**src/rtl/mnrt_pkg.sv**
```systemverilog
`default_nettype none
package mnrt_pkg;
  localparam int NUM_CH = 16;
  localparam int NUM_NOTES = 128;
  localparam int ENTRY_W = 11;
  localparam int FALLBACK_CH = 8;

  localparam logic [1:0] CMD_EVENT = 2'd0;
  localparam logic [1:0] CMD_APPEND = 2'd1;
  localparam logic [1:0] CMD_CLEAR = 2'd2;
  localparam logic [1:0] CMD_QUERY = 2'd3;

  localparam logic [1:0] MSG_OTHER = 2'd0;
  localparam logic [1:0] MSG_ON = 2'd1;
  localparam logic [1:0] MSG_OFF = 2'd2;

  localparam logic [2:0] RES_PASS = 3'd0;
  localparam logic [2:0] RES_ON = 3'd1;
  localparam logic [2:0] RES_OFF = 3'd2;
  localparam logic [2:0] RES_QUERY = 3'd3;
  localparam logic [2:0] RES_ACK = 3'd4;

  typedef struct packed {
    logic [1:0]  cmd;
    logic [1:0]  msg_kind;
    logic [3:0]  in_channel;
    logic [6:0]  in_note;
    logic [6:0]  velocity;
    logic [31:0] sample_time;
    logic [23:0] raw_message;
    logic [3:0]  map_out_channel;
    logic [6:0]  map_out_note;
  } item_t;

  typedef struct packed {
    logic [2:0]  res_kind;
    logic [3:0]  out_channel;
    logic [6:0]  out_note;
    logic [6:0]  out_velocity;
    logic [31:0] out_time;
    logic [23:0] out_raw;
    logic        flag;
    logic        last;
  } result_t;

  // controller -> datapath
  typedef struct packed {
    logic load;       // capture input item
    logic rd_count;   // read count of selected entry
    logic use_fb;     // select fallback entry
    logic rd_pair;    // read pair at slot index
    logic next_slot;
    logic append;     // write pair and bump count
    logic set_active; // write active bit
    logic clr_step;   // clear one count entry
    logic clr_active; // clear one active bit (sweep after reset only)
    logic emit;       // load output register
    logic [2:0] emit_sel; // result kind to build
  } cmd_t;

  // datapath -> controller
  typedef struct packed {
    logic [1:0] cmd;
    logic       note_msg;
    logic       note_on;
    logic       count_zero;
    logic       fb_ok;
    logic       slot_last;
    logic       clr_done;
    logic       out_busy;
  } stat_t;
endpackage
`default_nettype wire

```
**src/rtl/mnrt_ctrl.sv**
```systemverilog
`default_nettype none
module mnrt_ctrl (
  input  wire logic            clk,
  input  wire logic            rst,
  input  wire logic            in_valid,
  output logic                 in_ready,
  input  wire mnrt_pkg::stat_t st,
  output mnrt_pkg::cmd_t       ctl
);
  localparam logic [3:0] S_CLEAR = 4'd0;
  localparam logic [3:0] S_IDLE = 4'd1;
  localparam logic [3:0] S_RDCNT = 4'd2;
  localparam logic [3:0] S_DECIDE = 4'd3;
  localparam logic [3:0] S_FBWAIT = 4'd4;
  localparam logic [3:0] S_RDPAIR = 4'd5;
  localparam logic [3:0] S_EMIT = 4'd6;
  localparam logic [3:0] S_SINGLE = 4'd7;
  localparam logic [3:0] S_NCNT = 4'd8;
  localparam logic [3:0] S_WRAP = 4'd9;

  logic [3:0] state, state_next;
  logic emit_note;

  always_ff @(posedge clk) begin
    if (rst) state <= S_CLEAR;
    else state <= state_next;
  end

  always_ff @(posedge clk) begin
    if (rst) emit_note <= 1'b0;
    else if (state == S_IDLE) emit_note <= 1'b0;
    else if (state == S_NCNT) emit_note <= 1'b1;
  end

  always_comb begin
    state_next = state;
    ctl = '0;
    in_ready = 1'b0;
    case (state)
      S_CLEAR: begin
        ctl.clr_step = 1'b1;
        // a clear command keeps the active bits
        ctl.clr_active = !emit_note;
        if (st.clr_done) state_next = emit_note ? S_SINGLE : S_IDLE;
      end
      S_IDLE: begin
        in_ready = 1'b1;
        if (in_valid) begin
          ctl.load = 1'b1;
          state_next = S_RDCNT;
        end
      end
      S_RDCNT: begin
        ctl.rd_count = 1'b1;
        state_next = S_DECIDE;
      end
      S_DECIDE: begin
        case (st.cmd)
          mnrt_pkg::CMD_APPEND: begin
            ctl.append = 1'b1;
            state_next = S_SINGLE;
          end
          mnrt_pkg::CMD_CLEAR: state_next = S_NCNT;
          mnrt_pkg::CMD_QUERY: state_next = S_SINGLE;
          default: begin
            if (!st.note_msg) state_next = S_SINGLE;
            else if (!st.count_zero) state_next = S_RDPAIR;
            else if (st.fb_ok) begin
              ctl.use_fb = 1'b1;
              state_next = S_FBWAIT;
            end else state_next = S_SINGLE;
          end
        endcase
      end
      S_FBWAIT: begin
        ctl.rd_count = 1'b1;
        state_next = S_WRAP;
      end
      S_WRAP: begin
        if (st.count_zero) state_next = S_SINGLE;
        else state_next = S_RDPAIR;
      end
      S_RDPAIR: begin
        ctl.rd_pair = 1'b1;
        state_next = S_EMIT;
      end
      S_EMIT: begin
        if (!st.out_busy) begin
          ctl.emit = 1'b1;
          ctl.emit_sel = st.note_on ? mnrt_pkg::RES_ON : mnrt_pkg::RES_OFF;
          if (st.slot_last) begin
            ctl.set_active = 1'b1;
            state_next = S_IDLE;
          end else begin
            ctl.next_slot = 1'b1;
            state_next = S_RDPAIR;
          end
        end
      end
      S_NCNT: state_next = S_CLEAR;
      S_SINGLE: begin
        if (!st.out_busy) begin
          ctl.emit = 1'b1;
          case (st.cmd)
            mnrt_pkg::CMD_APPEND, mnrt_pkg::CMD_CLEAR: ctl.emit_sel = mnrt_pkg::RES_ACK;
            mnrt_pkg::CMD_QUERY: ctl.emit_sel = mnrt_pkg::RES_QUERY;
            default: ctl.emit_sel = mnrt_pkg::RES_PASS;
          endcase
          state_next = S_IDLE;
        end
      end
      default: state_next = S_IDLE;
    endcase
  end
endmodule
`default_nettype wire

```
**config.mk**
```make
export PLATFORM = sky130hd
export DESIGN_NAME = mnrt_ctrl
export DESIGN_NICKNAME = d
export VERILOG_FILES = /design/src/rtl/mnrt_pkg.sv /design/src/rtl/mnrt_ctrl.sv
export SDC_FILE = /design/constraint.sdc
export NUM_CORES = 1
export LEC_CHECK = 0
export BUFFER_PORTS_ARGS = -buffer_cell sky130_fd_sc_hd__buf_2
export CAP_MARGIN = 20
export CELL_PAD_IN_SITES_DETAIL_PLACEMENT = 2
export CELL_PAD_IN_SITES_GLOBAL_PLACEMENT = 2
export CORE_MARGIN = 2
export CORE_UTILIZATION = 24
export DETAILED_ROUTE_END_ITERATION = 10
export PLACE_DENSITY = 0.87
export SLEW_MARGIN = 25
export SYNTH_ARGS = -nofsm -noshare
export SYNTH_HDL_FRONTEND = slang
export SYNTH_SLANG_ARGS = --single-unit
```
**constraint.sdc**
```tcl
create_clock -name clk -period 1.7 [get_ports clk]
set_clock_uncertainty 0.2 [all_clocks]
set_input_delay 0 -clock clk [delete_from_list [all_inputs] [get_ports clk]]
set_output_delay 0 -clock clk [all_outputs]
set_load 0.02 [all_outputs]
```
==> impl_metrics.csv, run 1 <==
group,metric,value,unit
finish,fin_util,37.0,%
drt,firstDrtPassIters,2,
clock_network,cts_tree,"done",
timing,tightest_slew,359,ps
timing,hold_viol,0,
power,p_int,0.322,mW
grt,gr-total-overflow,0,
timing,setup_slack,75.6,ps
die,die_y,54.1,um
timing,max_freq,616,MHz
drt,vias_per_cell,5.26,
timing,post-route-period-util,95.6,%
finish,final_cell_count_no_fill,149,
place,post-place-ws,-27.9,ps
critical_path,worst-r2r-cell-count,3,
grt,grt_pass1_wl,3.82,mm
critical_path,path_max_fanout,11,
place,placed_area,822,sq um
drt,num_vias,783,
clock_network,root_buffer,"clkbuf_4",
timing,final-setup-viol-count,0,
clock_network,clk_latency,260,ps
critical_path,critPathCaptureType,"output port",
synth,ys_seq_elements,5,
hold_path,holdPathEnd,"state[2]",
critical_path,rrSetupSlack,160,ps
critical_path,worstPathArrival,1420,ps
power,netSwitchingFraction,38.9,%
finish,final_area,901,sq um
drt,first_iter_violations,4,
place,port_buffers,25,
power,total_power,0.528,mW
place,hpwl,1.81,mm
grt,grt_usage,18.2,%
timing,slew_violations,0,
die,core.rowCount,18,
die,die_area,2930,sq um
synth,syn_area_per_cell,7.18,sq um
drt,drtAntennaViolNets,0,
timing,hold_ws,22.9,ps
synth,netlist_instances,84,
grt,grt_pass1_vias,840,
timing,finalSetupTns,0,ps
synth,synth.yosys.seq_area_share,16.6,%
critical_path,start_kind,"flip-flop",
hold_path,hp-start,"st[2]",
drt,wl,2.34,mm
power,p_switching,0.205,mW
die,initial_core_util,24.8,%
drt,wire_per_inst,15.7,um
power,seqPwrFrac,27.6,%
die,core_area,2430,sq um
synth,synth_flop_cell,"dfxtp_1",
status,outcome,"completed",
critical_path,cp.required,1500,ps
finish,mostFrequentLayoutCell,"buf_2",
grt,grt_max_degree,14,
hold_path,whs_path_depth,4,
critical_path,r2r-end,"state[2]",
finish,area_growth,49.4,%
synth,synth_edf_count,0,
place,placedCellCount,143,
timing,min_period,1620,ps
critical_path,critical_path_class,"reg -> out",
place,globalplace.congestion,0.825,
clock_network,max-clock-path-buffers,2,
job,cap_violations,0,
finish,antenna_cells,0,
power,pwr-share-clk,27.4,%
synth,synthesis.nets,101,
clock_network,cts_sinks,5,
grt,antenna_found_initial,0,
clock_network,post_cts_buffers,0,
synth,synth_area,603,sq um
power,pwr-share-comb,45.0,%
synth,yosysUniqueCellTypes,36,
synth,async_flop_share,0,%
drt,drc_errors,0,
timing,maxSlewHeadroom,76.0,%
synth,ys_warn_count,0,
finish,layout-drive-gt1-share,38.7,%
power,powerDensity,586,nW/um^2
power,leakage,0.414,nW
critical_path,reg2reg_from,"state[0]",
power,worst_ir_drop_vdd,0.221,mV
clock_network,cts_made_buffers,3,
finish,nNetsFinal,137,
die,dieWidth,54.1,um
clock_network,cts.htree.levels,1,
finish,mostFrequentLayoutCells,"buf_2 (23), buf_4 (12), nor3_1 (11)",
hold_path,worstHoldPathType,"in -> reg",
die,io-pin-count,26,
clock_network,clkTransAtPathRegs,50,ps
[logic make-up after synthesis]
logic type	synth area share [%]
AO/OA/AOI/OAI	24.1
XOR/XNOR	1.45
adder cells (fa/ha/maj)	10.4
buffers and inverters	8.09
flip-flops	16.6
multiplexers	1.66
AND/OR/NAND/NOR	37.8
[routing by layer]
metal / part of all wire, % / GRT usage, % / vias up
met3: 3.5 / 3.61 / 3
met2: 54 / 36.1 / 17
met4: 0.94 / 5.83 / 0
met1: 41 / 18.6 / 384
li1: - / - / 379
met5: 0 / 0 / -
[critical path: stages, from the launching register on]
cell	delay [ps]
dfxtp_4	380
nand2b_4	190
nor2_2	100
nand2_2	90
nor3_1	210
buf_2	200
[layout make-up]
type | count | area [sq um]
Inverter | 4 | 15.0
Sequential cell | 5 | 109
Clock buffer | 4 | 26.3
Tap cell | 30 | 37.5
Multi-Input combinational cell | 69 | 488
Timing Repair Buffer | 37 | 225
Fill cell | 304 | 1530
[synth_stat cells, types with 2 or more instances]
cell type	count	area share [%]
nor4_1	2	2.1
a31oi_1	2	2.1
o21ai_0	3	2.5
inv_1	4	2.5
nand2_1	3	1.9
clkbuf_1	2	1.2
dfxtp_1	5	17
buf_2	3	2.5
a21oi_1	4	3.3
ha_1	5	10
nor3_1	11	9.1
nor2_1	9	5.6
nor3b_1	3	3.7
nand2b_1	4	4.1
nor2b_1	3	3.1
[power groups by stage]
stage	combinational, mW	clock (mW)	sequential [mW]
6_report	0.237	0.145	0.146
5_1_grt	0.262	0.164	0.148
4_1_cts	0.235	0.148	0.147
3_5_place_dp	0.228	0	0.147
3_3_place_gp	0.214	0	0.144
2_1_floorplan	0.153	0	0.133
[sequential cells by signal, summed over array words and instances (netlist names)]
signal     count
emit_note      1
state          4
[worst max-delay path by stage]
stage / start / end / slack [ps] / depth (start not counted)
2_1_floorplan: state[2] / ctl[12] / 10 / 4
3_3_place_gp: state[0] / state[0] / 150 / 4
3_5_place_dp: state[0] / state[0] / -30 / 4
4_1_cts: state[2] / ctl[6] / 4 / 5
5_1_grt: state[3] / ctl[1] / -30 / 5
6_report: state[3] / ctl[1] / 80 / 5
[what timing repair did]
action                                  4_1_cts  5_1_grt
gates resized for setup                       5        7
endpoints found under the setup margin       12        8
hold buffers                                  2        0
endpoints found under the hold margin         5        0
(Power assumes the default switching activity.)
==> run 2, diff against run 1 <==
- ABC_AREA: unset -> 1
- CORE_UTILIZATION: 24 -> 21
- PLACE_DENSITY: 0.87 -> 0.84
==> run 2 against run 1 <==
Net effect: clock power barely moved; hold slack improved by 5.3 ps; core utilization fell by 4.7 points; total power fell by 1.3%; critical path type unchanged; critical endpoint unchanged.
==> impl_metrics.csv, run 2 <==
group,metric,value,unit
synth,synth_top_family_by_area,"simple AND/OR/NAND/NOR gates",
grt,grt_usage,15.3,%
timing,slew_violations,0,
die,dieWidth,56.8,um
place,hpwl,1.84,mm
drt,drtAntennaViolNets,0,
clock_network,cts_sinks,5,
synth,synth.most_common_cell,"nand2_1",
finish,largest_register_ffs,4,
finish,antenna_cells,0,
drt,wire_per_inst,14.7,um
power,powerDensity,595,nW/um^2
clock_network,cts.htree.levels,1,
status,outcome,"completed",
drt,first_iter_violations,3,
timing,tightest_slew,337,ps
finish,layout-drive-gt1-share,36.9,%
job,cap_violations,0,
finish,area_growth,49.6,%
synth,synthesis.nets,120,
clock_network,clk_latency,250,ps
timing,setup_slack,19.2,ps
timing,finalSetupTns,0,ps
die,io-pin-count,26,
synth,synth_edf_count,0,
hold_path,worstHoldPathType,"in -> reg",
grt,antenna_found_initial,0,
critical_path,start_kind,"flip-flop",
drt,wl,2.53,mm
finish,nNetsFinal,159,
finish,regArea,105,sq um
clock_network,max-clock-path-buffers,2,
grt,top_usage_layer,"met2",
timing,final-setup-viol-count,0,
finish,final_cell_count_no_fill,172,
power,total_power,0.521,mW
synth,syn_area_per_cell,5.69,sq um
critical_path,worstPathArrival,1480,ps
power,worst_ir_drop_vdd,0.311,mV
timing,post-route-period-util,98.9,%
grt,use_met2,28.2,%
synth,synthAdderAreaFrac,10.7,%
grt,grt_pass1_wl,3.87,mm
place,placedCellCount,159,
finish,top_register,"state",
die,initial_core_util,21.6,%
timing,rsz0062_at_grt,"true",
die,core_area,2710,sq um
grt,grt_max_degree,7,
grt,grt_pass1_vias,852,
synth,synth_mux_area_share,0,%
timing,hold_viol,0,
synth,async_flop_share,0,%
critical_path,cp.required,1500,ps
synth,synth_flop_cell,"dfxtp_1",
synth,synth.yosys.seq_area_share,17.1,%
timing,maxSlewHeadroom,77.4,%
synth,ys_warn_count,0,
grt,met3_usage,3.46,%
timing,max_freq,595,MHz
place,globalplace.congestion,0.794,
finish,mostFrequentLayoutCell,"nand2_1",
synth,ys_seq_elements,5,
synth,yosysTopAreaCell,"nand2_1",
finish,final_area,876,sq um
die,core.rowCount,19,
synth,yosysUniqueCellTypes,21,
clock_network,cts_tree,"done",
place,post-place-ws,149,ps
synth,synth.top_cell.area_share,17.9,%
timing,min_period,1680,ps
grt,gr-total-overflow,0,
drt,vias_per_cell,4.62,
place,placed_area,749,sq um
drt,num_vias,795,
clock_network,clkTransAtPathRegs,50,ps
critical_path,critPathCaptureType,"output port",
synth,synth_area,586,sq um
finish,mostFrequentLayoutCells,"nand2_1 (28), buf_2 (23), inv_1 (16), nor2_1 (16)",
place,port_buffers,25,
synth,synth_compound_area_share,7.91,%
drt,drc_errors,0,
critical_path,critical_path_class,"reg -> out",
synth,ys_top_cells_by_count,"nand2_1 (28), inv_1 (17), nor2_1 (17)",
synth,ys_top_cells_by_area,"nand2_1 (18%), dfxtp_1 (17%), inv_1 (11%)",
synth,netlist_instances,103,
synth,yosys.area_share.simple,52.1,%
power,leakage,0.490,nW
clock_network,root_buffer,"clkbuf_4",
clock_network,cts_made_buffers,3,
finish,top_regs,"state: 4 flops, emit_note: 1 flops",
synth,synth-xor-area-share,0,%
drt,firstDrtPassIters,2,
finish,nFillCells,344,
die,die_area,3230,sq um
critical_path,path_max_fanout,3,
finish,multi_input_area,425,sq um
die,die_y,56.8,um
grt,met1_usage,17.9,%
[run 2: cell families after synthesis]
family / Yosys count
flip-flops: 5
buffers and inverters: 19
adder cells (fa/ha/maj): 5
AND/OR/NAND/NOR: 66
AO/OA/AOI/OAI: 8
[run 2: final timing paths]
path	start	to	slack [ps]	depth (start not counted)
hold / removal	st[2]	state[2]	30	6
setup / recovery	state[2]	ctl[1]	20	7
hold reg to reg	emit_note	emit_note	390	2
setup reg to reg	state[0]	state[2]	90	8
[run 2: through the flow]
step	utilization (%)	hold slack (ps)
floorplan	-	-145
global placement	27.7	36.4
detailed placement	27.7	45.1
CTS	30.2	19.1
global route	32.3	71.1
finish	32.3	28.2
[run 2: metal layers]
metal | part of all wire [%] | vias to the layer above
li1 | - | 396
met5 | 0 | -
met1 | 43 | 374
met3 | 4.1 | 4
met4 | 0.87 | 0
met2 | 52 | 21
[run 2: where the power goes]
part | total, mW | leakage (nW) | switching (mW) | internal, mW
sequential | 0.142 | 0.0424 | 0.0142 | 0.128
combinational | 0.234 | 0.433 | 0.156 | 0.0782
clock | 0.144 | 0.0150 | 0.0549 | 0.0892
total | 0.521 | 0.490 | 0.225 | 0.296
[run 2: area by class of cell]
| type | instances | area share (%) |
|---|---|---|
| inverter | 19 | 8.43 |
| clock buffer | 4 | 3.00 |
| multi-input combinational | 79 | 48.6 |
| tap | 31 | 4.43 |
| sequential | 5 | 12.0 |
| timing repair buffer | 34 | 23.6 |
[run 2: timing repair]
item,in CTS,in global routing
setup buffers,2,5
endpoints found under the hold margin,5,0
pin swaps,1,4
hold buffers,2,0
setup endpoints to repair,4,8
gates resized for setup,2,10
[run 2: critical path: stages (launching register included)]
cell     delay (ps)
dfxtp_2         360
inv_4            60
nor2_4          120
inv_2            70
nor3_2          190
nand2_1         130
o21ai_2         170
buf_6           130
==> run 3, diff against run 2 <==
- CTS_CLUSTER_SIZE: unset -> 10
- SETUP_SLACK_MARGIN: unset -> 0.05
==> run 3 against run 2 <==
Net effect: core utilization up 0.83 points; global-route usage unchanged; die area unchanged; setup slack better by 17 ps; first-iteration DRC count up 100%; total power up 1.2%; sequential power about the same; critical endpoint is now state[2]; largest cell class unchanged.
==> impl_metrics.csv, run 3 (synthesis gave the netlist of run 2 again) <==
group,metric,value,unit
die,initial_core_util,21.6,%
clock_network,cts_made_buffers,3,
critical_path,crit_path_top_delay_cell,"dfxtp_2",
clock_network,clk_latency,250,ps
place,post-place-ws,149,ps
critical_path,worstPathArrival,1640,ps
finish,layout-drive-gt1-share,38.7,%
drt,num_vias,796,
clock_network,cts_tree,"done",
clock_network,cts.htree.levels,1,
grt,use_met2,28.2,%
grt,gr-total-overflow,0,
drt,drc_errors,0,
power,powerDensity,587,nW/um^2
finish,antenna_cells,0,
finish,nNetsFinal,160,
die,dieWidth,56.8,um
power,worst_ir_drop_vdd,0.322,mV
timing,min_period,1660,ps
critical_path,critPathCaptureType,"flip-flop",
grt,grt_pass1_wl,3.87,mm
critical_path,critical_path_buf_inv_count,1,
critical_path,cp.required,1670,ps
grt,grt_max_degree,7,
drt,wire_per_inst,14.8,um
status,outcome,"completed",
die,core_area,2710,sq um
critical_path,critical_path_class,"reg -> reg",
critical_path,r2r-end,"state[2]",
grt,grt_pass1_vias,852,
timing,final-setup-viol-count,0,
critical_path,rrSetupSlack,40,ps
clock_network,root_buffer,"clkbuf_4",
finish,mostFrequentLayoutCells,"nand2_1 (28), buf_2 (20), inv_1 (16)",
place,globalplace.congestion,0.794,
finish,largest_register_ffs,4,
timing,slew_violations,0,
place,hpwl,1.84,mm
timing,rsz0062_at_grt,"true",
timing,maxSlewHeadroom,73.9,%
critical_path,crit_top_cell,"nand2_1",
die,io-pin-count,26,
finish,area_growth,53.4,%
finish,top_regs,"state: 4 flops, emit_note: 1 flops",
clock_network,clkTransAtPathRegs,50,ps
critical_path,cp_top_family,"simple AND/OR/NAND/NOR gates",
die,core.rowCount,19,
hold_path,holdPathEnd,"state[2]",
grt,grt_usage,15.3,%
die,die_y,56.8,um
drt,vias_per_cell,4.60,
clock_network,max-clock-path-buffers,2,
finish,mostFrequentLayoutCell,"nand2_1",
timing,max_freq,601,MHz
finish,top_register,"state",
critical_path,start_kind,"flip-flop",
hold_path,worstHoldPathType,"in -> reg",
power,leakage,0.495,nW
critical_path,path_cells,"inv_1, nor2_1, nand3_1, nand2_1, nor2_1, nand2_1, nand2_1, a21oi_1",
grt,antenna_found_initial,0,
timing,post-route-period-util,97.8,%
clock_network,cts_sinks,5,
finish,nFillCells,348,
grt,met1_usage,17.9,%
critical_path,path_max_fanout,5,
timing,tightest_slew,390,ps
hold_path,hp-start,"st[2]",
timing,hold_viol,0,
critical_path,slowest_delay,380,ps
critical_path,worst-r2r-cell-count,8,
critical_path,reg2reg_from,"state[0]",
grt,met3_usage,3.46,%
hold_path,whs_path_depth,6,
place,port_buffers,25,
die,die_area,3230,sq um
drt,drtAntennaViolNets,0,
drt,first_iter_violations,6,
timing,setup_slack,36.6,ps
drt,wl,2.56,mm
job,cap_violations,0,
power,total_power,0.527,mW
drt,firstDrtPassIters,3,
grt,top_usage_layer,"met2",
==> run 3: routing by layer <==
| layer | vias to the layer above | wire [um] |
|---|---|---|
| met4 | 0 | 26 |
| met5 | - | 0 |
| met1 | 372 | 1100 |
| met2 | 21 | 1330 |
| li1 | 399 | - |
| met3 | 4 | 106 |
==> run 3: report_power, final <==
part | leakage [nW] | internal [mW] | switching [mW]
sequential | 0.0427 | 0.127 | 0.0140
clock | 0.0150 | 0.0893 | 0.0576
combinational | 0.438 | 0.0793 | 0.160
total | 0.495 | 0.295 | 0.232
==> run 3: area by class of cell <==
cell class                      instances  area (sq um)  area share [%]
Multi-Input combinational cell         79           430            47.9
Timing Repair Buffer                   35           221            24.7
Sequential cell                         5           108            12.0
Inverter                               19          73.8            8.22
Tap cell                               31          38.8            4.32
Clock buffer                            4          26.3            2.92
==> run 3: repair_timing <==
action | CTS | global route
pin swaps | 1 | 6
gates resized for setup | 4 | 15
endpoints found under the setup margin | 4 | 9
cloned | 0 | 0
hold buffers | 2 | 0
endpoints found under the hold margin | 5 | 0
buffers inserted | 2 | 6
==> run 3: through the flow <==
| stage | hold slack, ps | utilization, % | instances | instance area (sq um) | setup TNS, ps |
|---|---|---|---|---|---|
| 3_3_place_gp | 36.4 | 27.7 | 159 | 749 | 0 |
| 5_1_grt | 64.5 | 33.1 | 173 | 898 | -186 |
| 6_report | 27.8 | 33.1 | 173 | 898 | 0 |
| 3_5_place_dp | 45.1 | 27.7 | 159 | 749 | 0 |
| 4_1_cts | 11.7 | 30.3 | 167 | 821 | 0 |
| 2_1_floorplan | -145 | - | 103 | 586 | 0 |
==> run 3: worst max-delay path by stage <==
stage | start | end | slack (ps) | cells past startpoint
2_1_floorplan | state[2] | ctl[1] | 90 | 6
3_3_place_gp | state[3] | state[1] | 200 | 6
3_5_place_dp | state[2] | ctl[1] | 150 | 7
4_1_cts | state[2] | ctl[1] | 50 | 7
5_1_grt | state[2] | ctl[1] | -70 | 7
6_report | state[0] | state[2] | 40 | 8
==> run 3: worst register-to-register path: stages (launching register included) <==
cell and delay, ps:
dfxtp_2 380, inv_1 110, nor2_1 330, nand3_1 190, nand2_1 110, nor2_1 40
nand2_1 60, nand2_1 50, a21oi_1 120
